File: src/tsm_pkg.sv
// ----------------------------------------------------------------------------
// tsm_pkg
// Shared types, codes and constants for the step sequencer table modulator.
// ----------------------------------------------------------------------------
package tsm_pkg;

	localparam int MAX_STEPS_DEF = 16;

	localparam int LEVEL_W   = 8;
	localparam int VALUE_W   = 7;
	localparam int GAIN_W    = 5;
	localparam int COUNT_W   = 5;
	localparam int STEP_OUT_W = 4;
	localparam int ENTRY_W   = 4;
	localparam int OPCODE_W  = 2;

	localparam int S_TDATA_W = 16;
	localparam int S_TUSER_W = OPCODE_W;
	localparam int M_TDATA_W = 16;

	localparam int CFG_INDEX_W = 3;
	localparam int CFG_DATA_W  = 8;

	// dividend holds mapped * gain + offset_up, at most 127 * 31 + 127
	localparam int DIVIDEND_W  = 12;
	localparam int DIVISOR_W   = 5;
	localparam int DIV_STEP_N  = 3;
	localparam int DIV_ITERS   = DIVIDEND_W / DIV_STEP_N;

	typedef enum logic [OPCODE_W-1:0] {
		OP_TICK  = 2'd0,
		OP_WRITE = 2'd1,
		OP_QUERY = 2'd2,
		OP_SPARE = 2'd3
	} opcode_t;

	typedef enum logic [CFG_INDEX_W-1:0] {
		REG_ENABLE      = 3'd0,
		REG_STEP_COUNT  = 3'd1,
		REG_GAIN        = 3'd2,
		REG_OFFSET_UP   = 3'd3,
		REG_OFFSET_DOWN = 3'd4,
		REG_DIVISOR     = 3'd5,
		REG_RANGE_A     = 3'd6,
		REG_RANGE_B     = 3'd7
	} reg_index_t;

	// reset contents of the level table: an eight-entry ramp, repeated
	localparam logic [LEVEL_W-1:0] RAMP_LEVEL [8] = '{
		8'd0, 8'd36, 8'd73, 8'd109, 8'd146, 8'd182, 8'd219, 8'd255
	};

endpackage

File: src/tsm_level_mem.sv
// ----------------------------------------------------------------------------
// tsm_level_mem
// Level table: synchronous single-write, single-read memory with per-entry
// valid bits; an entry never written reads as its reset ramp level.
// ----------------------------------------------------------------------------
module tsm_level_mem
	import tsm_pkg::*;
#(
	parameter int MAX_STEPS = MAX_STEPS_DEF,
	localparam int IDX_W = (MAX_STEPS > 1) ? $clog2(MAX_STEPS) : 1
) (
	input  logic               clk,
	input  logic               arst_n,
	input  logic               wr_en,
	input  logic [IDX_W-1:0]   wr_addr,
	input  logic [LEVEL_W-1:0] wr_data,
	input  logic               rd_en,
	input  logic [IDX_W-1:0]   rd_addr,
	output logic [LEVEL_W-1:0] rd_data
);

	logic [LEVEL_W-1:0] mem [MAX_STEPS];
	logic [MAX_STEPS-1:0] written_q;
	logic [LEVEL_W-1:0] rd_data_q;
	logic [2:0] ramp_idx;

	assign ramp_idx = 3'(rd_addr);

	always_ff @(posedge clk) begin
		if (wr_en) begin
			mem[wr_addr] <= wr_data;
		end
	end

	always_ff @(posedge clk or negedge arst_n) begin
		if (!arst_n) begin
			written_q <= '0;
		end else if (wr_en) begin
			written_q[wr_addr] <= 1'b1;
		end
	end

	always_ff @(posedge clk) begin
		if (rd_en) begin
			if (written_q[rd_addr]) begin
				rd_data_q <= mem[rd_addr];
			end else begin
				rd_data_q <= RAMP_LEVEL[ramp_idx];
			end
		end
	end

	assign rd_data = rd_data_q;

endmodule

File: src/tsm_divider.sv
// ----------------------------------------------------------------------------
// tsm_divider
// Iterative restoring divider, unsigned, several quotient bits per cycle.
// A divisor of zero divides by one.
// ----------------------------------------------------------------------------
module tsm_divider
	import tsm_pkg::*;
(
	input  logic                  clk,
	input  logic                  arst_n,
	input  logic                  start,
	input  logic [DIVIDEND_W-1:0] dividend,
	input  logic [DIVISOR_W-1:0]  divisor,
	output logic                  done,
	output logic [DIVIDEND_W-1:0] quotient
);

	localparam int REM_W  = DIVISOR_W + 1;
	localparam int ITER_W = (DIV_ITERS > 1) ? $clog2(DIV_ITERS) : 1;

	logic                  busy_q;
	logic                  done_q;
	logic [ITER_W-1:0]     iter_q;
	logic [DIVIDEND_W-1:0] quo_q;
	logic [REM_W-1:0]      rem_q;
	logic [REM_W-1:0]      den_q;
	logic [DIVIDEND_W-1:0] quo_nxt;
	logic [REM_W-1:0]      rem_nxt;

	always_comb begin
		quo_nxt = quo_q;
		rem_nxt = rem_q;
		for (int k = 0; k < DIV_STEP_N; k++) begin
			rem_nxt = {rem_nxt[REM_W-2:0], quo_nxt[DIVIDEND_W-1]};
			quo_nxt = {quo_nxt[DIVIDEND_W-2:0], 1'b0};
			if (rem_nxt >= den_q) begin
				rem_nxt    = rem_nxt - den_q;
				quo_nxt[0] = 1'b1;
			end
		end
	end

	always_ff @(posedge clk or negedge arst_n) begin
		if (!arst_n) begin
			busy_q <= 1'b0;
			done_q <= 1'b0;
			iter_q <= '0;
		end else begin
			done_q <= 1'b0;
			if (start) begin
				busy_q <= 1'b1;
				iter_q <= '0;
			end else if (busy_q) begin
				iter_q <= iter_q + 1'b1;
				if (iter_q == ITER_W'(DIV_ITERS - 1)) begin
					busy_q <= 1'b0;
					done_q <= 1'b1;
				end
			end
		end
	end

	always_ff @(posedge clk) begin
		if (start) begin
			quo_q <= dividend;
			rem_q <= '0;
			den_q <= (divisor == '0) ? REM_W'(1) : REM_W'(divisor);
		end else if (busy_q) begin
			quo_q <= quo_nxt;
			rem_q <= rem_nxt;
		end
	end

	assign done     = done_q;
	assign quotient = quo_q;

endmodule

File: src/table_step_modulator.sv
// ----------------------------------------------------------------------------
// table_step_modulator
// Step sequencer with a level table, scaled and clamped output per request.
// ----------------------------------------------------------------------------
// Each request (tick, table write or query) returns one result: the scaled
// level of the current step and that step. The block works on one request at
// a time; from one acceptance to the next a request passes through the table
// write or step update, one read of the level memory, the level-by-span
// multiply, the mapping into the output range, the gain multiply, the divider
// (four iterations of three quotient bits each, then a completion flag) and
// the final clamp into the output register; the clamp waits while the
// previous result still sits in a full output register. A finished result
// waits in the output register while the next request is taken. The level
// table holds its reset ramp by per-entry valid bits, so no clearing pass
// follows reset. Configuration writes are taken at any time and belong
// between requests.
module table_step_modulator
	import tsm_pkg::*;
#(
	parameter int MAX_STEPS = MAX_STEPS_DEF
) (
	input  logic                   clk,
	input  logic                   arst_n,
	input  logic                   s_tvalid,
	output logic                   s_tready,
	input  logic [S_TDATA_W-1:0]   s_tdata,   // entry_index[3:0], entry_level[11:4]
	input  logic [S_TUSER_W-1:0]   s_tuser,   // opcode[1:0]
	output logic                   m_tvalid,
	input  logic                   m_tready,
	output logic [M_TDATA_W-1:0]   m_tdata,   // output_value[6:0], step_index[10:7]
	input  logic                   cfg_valid,
	output logic                   cfg_ready,
	input  logic [CFG_INDEX_W-1:0] cfg_index,
	input  logic [CFG_DATA_W-1:0]  cfg_data
);

	localparam int IDX_W = (MAX_STEPS > 1) ? $clog2(MAX_STEPS) : 1;
	localparam int CW    = ($clog2(MAX_STEPS + 1) > COUNT_W) ? $clog2(MAX_STEPS + 1) + 1
	                                                          : COUNT_W + 1;
	localparam int PROD_W = LEVEL_W + VALUE_W;
	localparam int MAPD_W = PROD_W + 2;
	localparam int GPROD_W = VALUE_W + GAIN_W;

	typedef enum logic [6:0] {
		ST_IDLE = 7'b0000001,
		ST_READ = 7'b0000010,
		ST_MUL  = 7'b0000100,
		ST_MAP  = 7'b0001000,
		ST_GAIN = 7'b0010000,
		ST_DIV  = 7'b0100000,
		ST_DONE = 7'b1000000
	} state_t;

	state_t state_q;

	logic               enable_q;
	logic [COUNT_W-1:0] step_count_q;
	logic [GAIN_W-1:0]  gain_q;
	logic [VALUE_W-1:0] offset_up_q;
	logic [VALUE_W-1:0] offset_down_q;
	logic [DIVISOR_W-1:0] divisor_q;
	logic [VALUE_W-1:0] range_a_q;
	logic [VALUE_W-1:0] range_b_q;

	logic [IDX_W-1:0]   cur_step_q;
	logic               step_valid_q;

	logic [PROD_W-1:0]     lvl_prod_q;
	logic [VALUE_W-1:0]    mapped_q;
	logic                  neg_q;
	logic                  m_tvalid_q;
	logic [M_TDATA_W-1:0]  m_tdata_q;

	opcode_t            opcode;
	logic [ENTRY_W-1:0] entry_index;
	logic [LEVEL_W-1:0] entry_level;
	logic               s_req;
	logic               cfg_req;

	logic [VALUE_W-1:0] lo;
	logic [VALUE_W-1:0] hi;
	logic [VALUE_W-1:0] span;
	logic [CW-1:0]      cur_ext;
	logic [CW-1:0]      count_ext;
	logic [CW-1:0]      count_sat;
	logic [CW-1:0]      widx_ext;
	logic [CW-1:0]      step_ext;
	logic [CW-1:0]      new_count_ext;

	logic               mem_we;
	logic [IDX_W-1:0]   mem_rd_addr;
	logic [LEVEL_W-1:0] mem_rd_data;

	logic [MAPD_W-1:0]   map_num;
	logic [MAPD_W-1:0]   map_quo;
	logic [GPROD_W-1:0]  gain_prod;
	logic [DIVIDEND_W:0] num_pos;
	logic [DIVIDEND_W:0] num_mag;
	logic                div_start;
	logic                div_done;
	logic [DIVIDEND_W-1:0] div_quo;
	logic [VALUE_W-1:0]  clamped;
	logic                out_load;

	assign opcode      = opcode_t'(s_tuser[OPCODE_W-1:0]);
	assign entry_index = s_tdata[ENTRY_W-1:0];
	assign entry_level = s_tdata[ENTRY_W +: LEVEL_W];

	assign s_tready  = (state_q == ST_IDLE);
	assign cfg_ready = 1'b1;
	assign s_req     = s_tvalid && s_tready;
	assign cfg_req   = cfg_valid && cfg_ready;

	assign lo   = (range_a_q < range_b_q) ? range_a_q : range_b_q;
	assign hi   = (range_a_q < range_b_q) ? range_b_q : range_a_q;
	assign span = hi - lo;

	assign cur_ext       = CW'(cur_step_q);
	assign count_ext     = CW'(step_count_q);
	assign count_sat     = (count_ext > CW'(MAX_STEPS)) ? CW'(MAX_STEPS) : count_ext;
	assign widx_ext      = CW'(entry_index);
	assign step_ext      = step_valid_q ? cur_ext : '0;
	assign new_count_ext = CW'(cfg_data[COUNT_W-1:0]);

	assign mem_we      = s_req && (opcode == OP_WRITE) && (widx_ext < CW'(MAX_STEPS));
	assign mem_rd_addr = step_valid_q ? cur_step_q : '0;

	tsm_level_mem #(
		.MAX_STEPS(MAX_STEPS)
	) u_level_mem (
		.clk     (clk),
		.arst_n  (arst_n),
		.wr_en   (mem_we),
		.wr_addr (widx_ext[IDX_W-1:0]),
		.wr_data (entry_level),
		.rd_en   (state_q == ST_READ),
		.rd_addr (mem_rd_addr),
		.rd_data (mem_rd_data)
	);

	// config registers
	always_ff @(posedge clk or negedge arst_n) begin
		if (!arst_n) begin
			enable_q      <= 1'b1;
			step_count_q  <= COUNT_W'(8);
			gain_q        <= GAIN_W'(1);
			offset_up_q   <= '0;
			offset_down_q <= '0;
			divisor_q     <= DIVISOR_W'(1);
			range_a_q     <= '0;
			range_b_q     <= VALUE_W'(127);
		end else if (cfg_req) begin
			case (reg_index_t'(cfg_index))
				REG_ENABLE:      enable_q      <= cfg_data[0];
				REG_STEP_COUNT:  step_count_q  <= cfg_data[COUNT_W-1:0];
				REG_GAIN:        gain_q        <= cfg_data[GAIN_W-1:0];
				REG_OFFSET_UP:   offset_up_q   <= cfg_data[VALUE_W-1:0];
				REG_OFFSET_DOWN: offset_down_q <= cfg_data[VALUE_W-1:0];
				REG_DIVISOR:     divisor_q     <= cfg_data[DIVISOR_W-1:0];
				REG_RANGE_A:     range_a_q     <= cfg_data[VALUE_W-1:0];
				REG_RANGE_B:     range_b_q     <= cfg_data[VALUE_W-1:0];
				default: ;
			endcase
		end
	end

	// step state
	always_ff @(posedge clk or negedge arst_n) begin
		if (!arst_n) begin
			cur_step_q   <= '0;
			step_valid_q <= 1'b0;
		end else if (cfg_req && (reg_index_t'(cfg_index) == REG_STEP_COUNT)) begin
			if (step_valid_q && (cur_ext >= new_count_ext)) begin
				step_valid_q <= 1'b0;
			end
		end else if (s_req && (opcode == OP_TICK) && enable_q && (count_sat != '0)) begin
			if (!step_valid_q || ((cur_ext + CW'(1)) >= count_sat)) begin
				cur_step_q <= '0;
			end else begin
				cur_step_q <= cur_step_q + 1'b1;
			end
			step_valid_q <= 1'b1;
		end
	end

	// mapped = lo + (level * span + 127) / 255, the divide by 255 done by reciprocal
	assign map_num   = MAPD_W'(lvl_prod_q) + MAPD_W'(127);
	assign map_quo   = (map_num + (map_num >> 8) + MAPD_W'(1)) >> 8;
	assign gain_prod = GPROD_W'(mapped_q) * GPROD_W'(gain_q);
	assign num_pos   = (DIVIDEND_W + 1)'(gain_prod) + (DIVIDEND_W + 1)'(offset_up_q);
	assign num_mag   = num_pos - (DIVIDEND_W + 1)'(offset_down_q);
	assign div_start = (state_q == ST_GAIN);

	tsm_divider u_divider (
		.clk      (clk),
		.arst_n   (arst_n),
		.start    (div_start),
		.dividend (num_mag[DIVIDEND_W-1:0]),
		.divisor  (divisor_q),
		.done     (div_done),
		.quotient (div_quo)
	);

	always_comb begin
		if (neg_q || (div_quo < DIVIDEND_W'(lo))) begin
			clamped = lo;
		end else if (div_quo > DIVIDEND_W'(hi)) begin
			clamped = hi;
		end else begin
			clamped = div_quo[VALUE_W-1:0];
		end
	end

	assign out_load = (state_q == ST_DONE) && (!m_tvalid_q || m_tready);

	always_ff @(posedge clk or negedge arst_n) begin
		if (!arst_n) begin
			state_q <= ST_IDLE;
		end else begin
			case (state_q)
				ST_IDLE: if (s_req)    state_q <= ST_READ;
				ST_READ:               state_q <= ST_MUL;
				ST_MUL:                state_q <= ST_MAP;
				ST_MAP:                state_q <= ST_GAIN;
				ST_GAIN:               state_q <= ST_DIV;
				ST_DIV:  if (div_done) state_q <= ST_DONE;
				ST_DONE: if (out_load) state_q <= ST_IDLE;
				default:               state_q <= ST_IDLE;
			endcase
		end
	end

	always_ff @(posedge clk) begin
		if (state_q == ST_MUL) begin
			lvl_prod_q <= PROD_W'(mem_rd_data) * PROD_W'(span);
		end
		if (state_q == ST_MAP) begin
			mapped_q <= lo + map_quo[VALUE_W-1:0];
		end
		if (state_q == ST_GAIN) begin
			neg_q <= (num_pos < (DIVIDEND_W + 1)'(offset_down_q));
		end
		if (out_load) begin
			m_tdata_q <= M_TDATA_W'({step_ext[STEP_OUT_W-1:0], clamped});
		end
	end

	always_ff @(posedge clk or negedge arst_n) begin
		if (!arst_n) begin
			m_tvalid_q <= 1'b0;
		end else if (out_load) begin
			m_tvalid_q <= 1'b1;
		end else if (m_tready) begin
			m_tvalid_q <= 1'b0;
		end
	end

	assign m_tvalid = m_tvalid_q;
	assign m_tdata  = m_tdata_q;

	a_accept_starts_read: assert property (@(posedge clk) disable iff (!arst_n)
		s_req |=> state_q == ST_READ)
		else $error("accepted request did not start a table read");

	a_div_done_in_div: assert property (@(posedge clk) disable iff (!arst_n)
		div_done |-> state_q == ST_DIV)
		else $error("divider finished outside the divide phase");

	a_step_in_cycle: assert property (@(posedge clk) disable iff (!arst_n)
		step_valid_q |-> cur_ext < count_ext)
		else $error("current step beyond step count");

	a_done_holds: assert property (@(posedge clk) disable iff (!arst_n)
		(state_q == ST_DONE) && m_tvalid_q && !m_tready |=> state_q == ST_DONE)
		else $error("result dropped while output register full");

endmodule
File: config.mk
export PLATFORM = sky130hd
export DESIGN_NAME = table_step_modulator
export DESIGN_NICKNAME = d
export VERILOG_FILES = /design/src/tsm_pkg.sv /design/src/tsm_level_mem.sv /design/src/tsm_divider.sv /design/src/table_step_modulator.sv
export SDC_FILE = /design/constraint.sdc
export NUM_CORES = 1
export LEC_CHECK = 0
export ABC_AREA = 0
export BUFFER_PORTS_ARGS = -buffer_cell sky130_fd_sc_hd__buf_2
export CORE_MARGIN = 4
export CORE_UTILIZATION = 55
export CTS_CLUSTER_SIZE = 20
export DETAILED_ROUTE_END_ITERATION = 8
export PLACE_DENSITY = 0.83
export SETUP_SLACK_MARGIN = 0.2
export SLEW_MARGIN = 20
export SYNTH_ARGS = -nofsm -noshare
export SYNTH_HDL_FRONTEND = slang
export SYNTH_SLANG_ARGS = --single-unit
File: constraint.sdc
create_clock -name clk -period 9.65 [get_ports clk]
set_input_delay 0.965 -clock clk [delete_from_list [all_inputs] [get_ports clk]]
set_output_delay 0.965 -clock clk [all_outputs]
set_load 0.02 [all_outputs]
==> results.txt, run 1 <==
----------------------------------------------------
[Logic synthesis]
  Synth area leaders ... sky130_fd_sc_hd__edfxtp_1, sky130_fd_sc_hd__dfrtp_1, sky130_fd_sc_hd__ha_1, sky130_fd_sc_hd__fa_1, sky130_fd_sc_hd__mux2_2
  Most used standard cells in the synthesized netlist ... sky130_fd_sc_hd__edfxtp_1, sky130_fd_sc_hd__ha_1, sky130_fd_sc_hd__inv_1
  Synth area leader ... sky130_fd_sc_hd__edfxtp_1
  Post-synthesis average cell area ... 11.2 um^2
  Most instantiated library cell after synthesis ... sky130_fd_sc_hd__edfxtp_1
  Number of flip-flops and latches in the synthesized netlist ... 269
  Share of synthesized registers carrying an async set or reset ... 0.286
  Sequential cell area fraction in the yosys report ... 0.449
  Number of enable flip-flop cells after synthesis ... 187
  Number of unique standard cell types used by synthesis ... 85
  Most common flop cell mapped by yosys ... sky130_fd_sc_hd__edfxtp_1
  Cells after synthesis ... 1515
  Yosys top cell area share ... 0.329
  Warnings, synthesis ... 0
  Synth Cell Area ... 17000 um^2

[STA]
  Setup violation total in the final timing report ... 0
  Relative slew margins ... 0.255
  Final-report hold violation count ... 0
  Fin crit period ... 7.66 ns
  Fmax ... 131 MHz
  Post-Route Setup TNS ... 0 ns
  Unrepaired setup endpoints after global routing ... no
  Measured slew at the worst slew-check pin ... 1.12 ns
  Final Skew ... 0.0432 ns
  Max Slew Vio Count ... 0
  Hold_ws ... 0.397 ns
  Crit share post-route ... 0.793

[Drt]
  DRC marker count from the first detailed-route iteration ... 1034
  Length of routed met2 wiring ... 18.6 mm
  Topmost layer with routed signal wires ... met4
  Iteration count of the initial detailed-routing pass ... 5
  Post-route ant nets ... 0
  Sum of routed wire segments on met1 ... 15.7 mm
  Met3 routed wirelength ... 1.87 mm
  Vias ... 11700
  Via density ... 5.94
  Detailed-route DRC error count ... 0
  Total length of routed wires ... 37.4 mm
  Routed wirelength normalized by instance count ... 19.1 um

[Clock tree]
  Number of clock sinks ... 269
  Clock latency reported for the late side of the worst-skew pair ... 0.58 ns
  CTS clock-pin slew for the worst setup and hold paths ... 0.07 ns
  Number of levels the H-tree was split into ... 1
  Cts hold-fix bufs ... 0
  Master cell of the clock root buffer ... sky130_fd_sc_hd__clkbuf_16
  Clock tree from TritonCTS ... built
  Count of instances resized after the clock tree is built ... 0
  Post-CTS Setup Bufs ... 0
  Max clock buf depth ... 3
  Clock buffers created by TritonCTS ... 28

[Worst setup path]
  Worst setup SP type ... flip-flop
  Largest stage delay, worst path ... 0.56 ns
  Cell Chain, Critical Path ... inv_1, ha_1, o21ai_0, and2b_1, a2111oi_1, a31oi_1, ha_1, o311a_1, o311ai_1, a21oi_1, nand3b_1, fa_1, fa_1, inv_1, fa_1, inv_1, fa_1, inv_1, ha_1, nor2b_1, nor4_1, o31ai_1, o41ai_1, xnor2_1
  Endpoint class of the critical path ... flip-flop
  R2R Setup Slk ... 1.99 ns
  CP Max Fanout ... 18
  Arrival time at the worst endpoint ... 7.95 ns
  Number of buffers and inverters on the critical path ... 4
  Path type of the worst setup path ... flip-flop to flip-flop
  Family with the most delay on the worst path ... adder cells
  Data required time of the critical path ... 9.94 ns
  Cell type of the slowest stage on the worst timing path ... sky130_fd_sc_hd__fa_1

[Floorplanning]
  Die width ... 184 um
  Starting Density ... 0.557
  Die ar. ... 33900 um^2
  Standard cell core area ... 30600 um^2
  Floorplan row count ... 64
  Number of ports placed on the die boundary ... 53
  Die Y-Extent ... 184 um

[Hold path]
  Worst hold path class ... input port to asynchronous set/reset pin

[Place]
  Count of port buffers added during placement ... 41
  Half-perimeter wire length after placement ... 27.0 mm
  Gpl congestion ... 0.896

[GRT]
  Initial antenna violation count ... 0
  GR Overflow Total ... 0
  Maximum number of pins on one net before global-route repair ... 78
  Global router's overall resource usage ... 0.222
  Number of global-route vias before repair ... 11800
  Global-route wire length before repair ... 61.0 mm

[Finish]
  Ant. Diodes ... 0
  Syn-to-layout area delta ... 9.15%
  Net count, final ... 1761
  Post-Route Utilization ... 0.608
  Share of cells above drive strength 1 ... 0.140

[Status]
  Run status ... complete, no violations

[Flow run]
  Maximum Capacitance Violations ... 0

----------------------------------------------------
## routing by layer
metal | global-route usage | vias to the layer above
met5 | 0 | -
met4 | 0.0651 | 0
met3 | 0.0259 | 90
met2 | 0.388 | 390
met1 | 0.293 | 5683
li1 | - | 5513
## registers in the layout, indices dropped and copies added, names as in the netlist, 7 cells and up
register and cells:
range_b_q 7, lvl_prod_q 15, state_q 7, u_divider.quotient 12
m_tdata 11, offset_down_q 7, u_level_mem.written_q 16, u_level_mem.mem 128
u_level_mem.rd_data 8, offset_up_q 7, mapped_q 7, range_a_q 7
## cell families (layout without fill, tap and decap cells)
logic type	count (synthesis)	after routing	share of synthesized area
AND/OR/NAND/NOR	405	405	0.126
XOR/XNOR	60	60	0.0308
buffers and inverters	177	227	0.0414
flip-flops	269	269	0.449
multiplexers	125	125	0.0800
adder cells (fa/ha/maj)	180	180	0.157
other	2	6	0.000441
AO/OA/AOI/OAI	297	297	0.115
## path summary, 6_finish.rpt
| path | cells after the start | from | to |
|---|---|---|---|
| hold / removal | 1 | arst_n | u_level_mem.written_q[13] |
| max in group asynchronous | 1 | arst_n | divisor_q[1] |
| min in group clk | 2 | u_level_mem.written_q[8] | u_level_mem.written_q[8] |
| setup reg to reg | 24 | range_b_q[5] | lvl_prod_q[14] |
| setup / recovery | 24 | range_b_q[5] | lvl_prod_q[14] |
| hold reg to reg | 2 | u_level_mem.written_q[8] | u_level_mem.written_q[8] |
## cells in the final DEF, fill, tap and decap left out, types with 10 or more instances in the layout
master                        n
sky130_fd_sc_hd__mux2i_1     51
sky130_fd_sc_hd__mux2_2      69
sky130_fd_sc_hd__nand2_1     94
sky130_fd_sc_hd__and2_1      50
sky130_fd_sc_hd__a221oi_1    18
sky130_fd_sc_hd__a21oi_1     84
sky130_fd_sc_hd__buf_4       10
sky130_fd_sc_hd__o31ai_1     12
sky130_fd_sc_hd__dfstp_2     12
sky130_fd_sc_hd__ha_1       124
sky130_fd_sc_hd__dfrtp_1     64
sky130_fd_sc_hd__buf_2       40
sky130_fd_sc_hd__nand3_1     17
sky130_fd_sc_hd__a21o_1      16
sky130_fd_sc_hd__xor2_1      23
sky130_fd_sc_hd__or2_2       18
sky130_fd_sc_hd__edfxtp_1   187
sky130_fd_sc_hd__o21ai_0     72
sky130_fd_sc_hd__clkbuf_16   32
sky130_fd_sc_hd__a22oi_1     10
sky130_fd_sc_hd__inv_1      123
sky130_fd_sc_hd__nor3b_1     15
sky130_fd_sc_hd__nor2b_1     25
sky130_fd_sc_hd__nor2_1      72
sky130_fd_sc_hd__xnor2_1     37
sky130_fd_sc_hd__fa_1        56
sky130_fd_sc_hd__nor3_1      28
sky130_fd_sc_hd__nand2b_1    28
## worst reg2reg max path: stages, from the launching register on
cell and delay, ns:
sky130_fd_sc_hd__dfstp_2 0.55, sky130_fd_sc_hd__inv_1 0.06, sky130_fd_sc_hd__ha_1 0.55, sky130_fd_sc_hd__o21ai_0 0.18, sky130_fd_sc_hd__and2b_1 0.22, sky130_fd_sc_hd__a2111oi_1 0.48, sky130_fd_sc_hd__a31oi_1 0.09, sky130_fd_sc_hd__ha_1 0.23
sky130_fd_sc_hd__o311a_1 0.37, sky130_fd_sc_hd__o311ai_1 0.43, sky130_fd_sc_hd__a21oi_1 0.27, sky130_fd_sc_hd__nand3b_1 0.26, sky130_fd_sc_hd__fa_1 0.53, sky130_fd_sc_hd__fa_1 0.56, sky130_fd_sc_hd__inv_1 0.06, sky130_fd_sc_hd__fa_1 0.53
sky130_fd_sc_hd__inv_1 0.06, sky130_fd_sc_hd__fa_1 0.53, sky130_fd_sc_hd__inv_1 0.04, sky130_fd_sc_hd__ha_1 0.33, sky130_fd_sc_hd__nor2b_1 0.17, sky130_fd_sc_hd__nor4_1 0.32, sky130_fd_sc_hd__o31ai_1 0.18, sky130_fd_sc_hd__o41ai_1 0.33
sky130_fd_sc_hd__xnor2_1 0.10
## final cells by class
type | count | area (um^2)
Tap cell | 396 | 495
Inverter | 124 | 465
Clock buffer | 46 | 913
Fill cell | 2368 | 12000
Timing Repair Buffer | 51 | 287
Sequential cell | 269 | 7660
Multi-Input combinational cell | 1073 | 8720
Clock inverter | 6 | 60.1
## stage by stage
| stage | instance area, um^2 | cells | setup WS (ns) |
|---|---|---|---|
| floorplan | 17100 | 1519 | 2.55 |
| global placement | 17600 | 1913 | 2.18 |
| detailed placement | 17600 | 1913 | 2.07 |
| CTS | 18600 | 1965 | 2.06 |
| global route | 18600 | 1965 | 1.44 |
| finish | 18600 | 1965 | 1.99 |
Power of run 1 is left out: the tool's default activity adds up to more than one toggle a clock period on the data nets, which glitch-free logic cannot reach.
==> run 2: changes to the inputs <==
clock period = 7.5 ns   (was 9.65 ns; I/O delays follow)
==> results.txt, run 2 (synthesized netlist as in run 1, its figures left out) <==
----------------------------------------------------
[Status]
  Run status ... complete, no violations

[STA]
  Post-Route Setup TNS ... 0 ns (unchanged)
  Fmax ... 143 MHz (+9.5%)
  Unrepaired setup endpoints after global routing ... no
  Relative slew margins ... 0.317 (+0.0617)
  Measured slew at the worst slew-check pin ... 1.02 ns (-0.0963 ns)
  Final-report hold violation count ... 0 (unchanged)
  Max Slew Vio Count ... 0 (unchanged)
  Fin crit period ... 6.99 ns (-0.664 ns)
  Setup violation total in the final timing report ... 0 (unchanged)
  Final Skew ... 0.0253 ns (-0.0179 ns)
  Crit share post-route ... 0.932 (+0.139)

[Drt]
  Routed wirelength normalized by instance count ... 19.2 um (+0.77%)
  Iteration count of the initial detailed-routing pass ... 6 (+1)
  Detailed-route DRC error count ... 0 (unchanged)
  Post-route ant nets ... 0 (unchanged)
  Vias ... 11800 (+0.63%)
  Via density ... 5.97 (+0.48%)
  DRC marker count from the first detailed-route iteration ... 833 (-19%)
  Total length of routed wires ... 37.8 mm (+0.92%)

[Worst setup path]
  Worst setup SP type ... flip-flop
  Arrival time at the worst endpoint ... 7.29 ns (-0.66 ns)
  Path type of the worst setup path ... flip-flop to flip-flop
  CP Max Fanout ... 8 (-10)
  Data required time of the critical path ... 7.80 ns (-2.14 ns)
  Endpoint class of the critical path ... flip-flop

[Finish]
  Ant. Diodes ... 0 (unchanged)
  Post-Route Utilization ... 0.613 (+0.00450)
  Final standard cell area without fillers ... 18700 um^2 (+0.74%)
  Most frequent cells in the layout ... sky130_fd_sc_hd__edfxtp_1, sky130_fd_sc_hd__inv_1, sky130_fd_sc_hd__ha_1
  Net count, final ... 1764 (+0.17%)
  Leading registers by flop count ... u_level_mem.mem (128), u_level_mem.written_q (16), lvl_prod_q (15)
  Most frequent standard cell in the layout excluding fill and tap cells ... sky130_fd_sc_hd__edfxtp_1
  Final non-filler cell total ... 1968 (+0.15%)
  Register containing the most flip-flops in the final layout ... u_level_mem.mem
  Syn-to-layout area delta ... 9.96%
  Share of cells above drive strength 1 ... 0.153 (+0.0125)
  Number of flip-flops under the largest register name ... 128 (unchanged)

[GRT]
  Layer with the highest usage after global routing ... met2
  Number of global-route vias before repair ... 11600 (-1.8%)
  Global-route wire length before repair ... 60.3 mm (-1.2%)
  Initial antenna violation count ... 5 (+5)
  Global router's overall resource usage ... 0.221 (-0.00124)
  Global routing met2 resource utilization ... 0.383 (-0.00542)
  Met3 routing resource usage after global routing ... 0.0396 (+0.0137)
  Global routing usage on met1 ... 0.283 (-0.00995)
  Maximum number of pins on one net before global-route repair ... 78 (unchanged)
  GR Overflow Total ... 0 (unchanged)

[Floorplanning]
  Number of ports placed on the die boundary ... 53 (unchanged)
  Die width ... 184 um (unchanged)
  Die Y-Extent ... 184 um (unchanged)
  Die ar. ... 33900 um^2 (unchanged)
  Starting Density ... 0.557 (unchanged)
  Standard cell core area ... 30600 um^2 (unchanged)
  Floorplan row count ... 64 (unchanged)

[Place]
  Count of port buffers added during placement ... 41 (unchanged)
  Cell area after placement ... 17600 um^2 (about the same)
  Gpl congestion ... 0.932 (+4.1%)
  Placed instance count ... 1914 (+0.052%)
  Half-perimeter wire length after placement ... 27.4 mm (+1.2%)

[Clock tree]
  CTS clock-pin slew for the worst setup and hold paths ... 0.06 ns (about the same)
  Clock tree from TritonCTS ... built
  Master cell of the clock root buffer ... sky130_fd_sc_hd__clkbuf_16
  Clock buffers created by TritonCTS ... 29 (+3.6%)
  Number of clock sinks ... 269 (unchanged)
  Max clock buf depth ... 3 (unchanged)
  Number of levels the H-tree was split into ... 1 (unchanged)
  Clock latency reported for the late side of the worst-skew pair ... 0.57 ns (about the same)

[Flow run]
  Maximum Capacitance Violations ... 0 (unchanged)

[Hold path]
  Worst hold path class ... input port to asynchronous set/reset pin

----------------------------------------------------
## run 2: cell count changes in the layout (fill, tap and decap cells not counted), moves of 3 or more
cell / previous run / this run
sky130_fd_sc_hd__bufinv_16: 0 / 3
sky130_fd_sc_hd__clkbuf_16: 32 / 29
sky130_fd_sc_hd__clkbuf_8: 6 / 3
sky130_fd_sc_hd__ha_1: 124 / 121
## run 2: layout make-up
type                            instances  area [um^2]
Fill cell                            2370        11900
Clock inverter                         14          178
Tap cell                              396          495
Multi-Input combinational cell       1073         8850
Inverter                              124          465
Clock buffer                           39          793
Sequential cell                       269         7660
Timing Repair Buffer                   53          302
## run 2: through the flow
step           setup WS [ns]  hold slack (ns)
2_1_floorplan          0.395            0.428
3_3_place_gp           0.275            0.440
4_1_cts                0.236            0.389
3_5_place_dp           0.126            0.452
5_1_grt                0.192            0.249
6_report               0.509            0.187
## run 2: critical path, stage by stage (launching register included)
cell and delay, ns:
sky130_fd_sc_hd__dfstp_2 0.57, sky130_fd_sc_hd__inv_1 0.05, sky130_fd_sc_hd__ha_2 0.38, sky130_fd_sc_hd__o211a_1 0.21, sky130_fd_sc_hd__o31ai_2 0.11, sky130_fd_sc_hd__a2111oi_4 0.34, sky130_fd_sc_hd__a31oi_1 0.09, sky130_fd_sc_hd__ha_1 0.24
sky130_fd_sc_hd__o311a_1 0.41, sky130_fd_sc_hd__o311ai_4 0.31, sky130_fd_sc_hd__a21oi_4 0.13, sky130_fd_sc_hd__nand3b_1 0.23, sky130_fd_sc_hd__fa_1 0.50, sky130_fd_sc_hd__fa_1 0.55, sky130_fd_sc_hd__inv_1 0.06, sky130_fd_sc_hd__fa_1 0.52
sky130_fd_sc_hd__inv_1 0.05, sky130_fd_sc_hd__fa_1 0.52, sky130_fd_sc_hd__inv_1 0.04, sky130_fd_sc_hd__ha_1 0.33, sky130_fd_sc_hd__or2_2 0.33, sky130_fd_sc_hd__a21oi_2 0.17, sky130_fd_sc_hd__o31ai_1 0.14, sky130_fd_sc_hd__o41ai_2 0.33
sky130_fd_sc_hd__xnor2_1 0.10
## run 2: per-layer routing
layer | up-vias | share of wire
met4 | 6 | 0.034
met5 | - | 0.00090
met3 | 101 | 0.059
li1 | 5529 | -
met2 | 368 | 0.49
met1 | 5746 | 0.41
## run 2: final timing paths
check	from	to	slack [ns]	cells past startpoint
setup / recovery	range_b_q[2]	lvl_prod_q[13]	0.51	24
max in group asynchronous	arst_n	cur_step_q[1]	6.71	1
hold reg to reg	u_level_mem.written_q[3]	u_level_mem.written_q[3]	0.47	1
setup reg to reg	range_b_q[2]	lvl_prod_q[13]	0.51	24
hold / removal	arst_n	u_level_mem.written_q[13]	0.19	1
min in group clk	u_level_mem.written_q[3]	u_level_mem.written_q[3]	0.47	1
## run 2: repair_timing
action / CTS / global route
buffers inserted: 0 / 1
setup endpoints to repair: 2 / 6
pin swaps: 0 / 3
hold buffers: 0 / 0
resized for setup: 2 / 18
Power of run 2 is left out for the same reason.
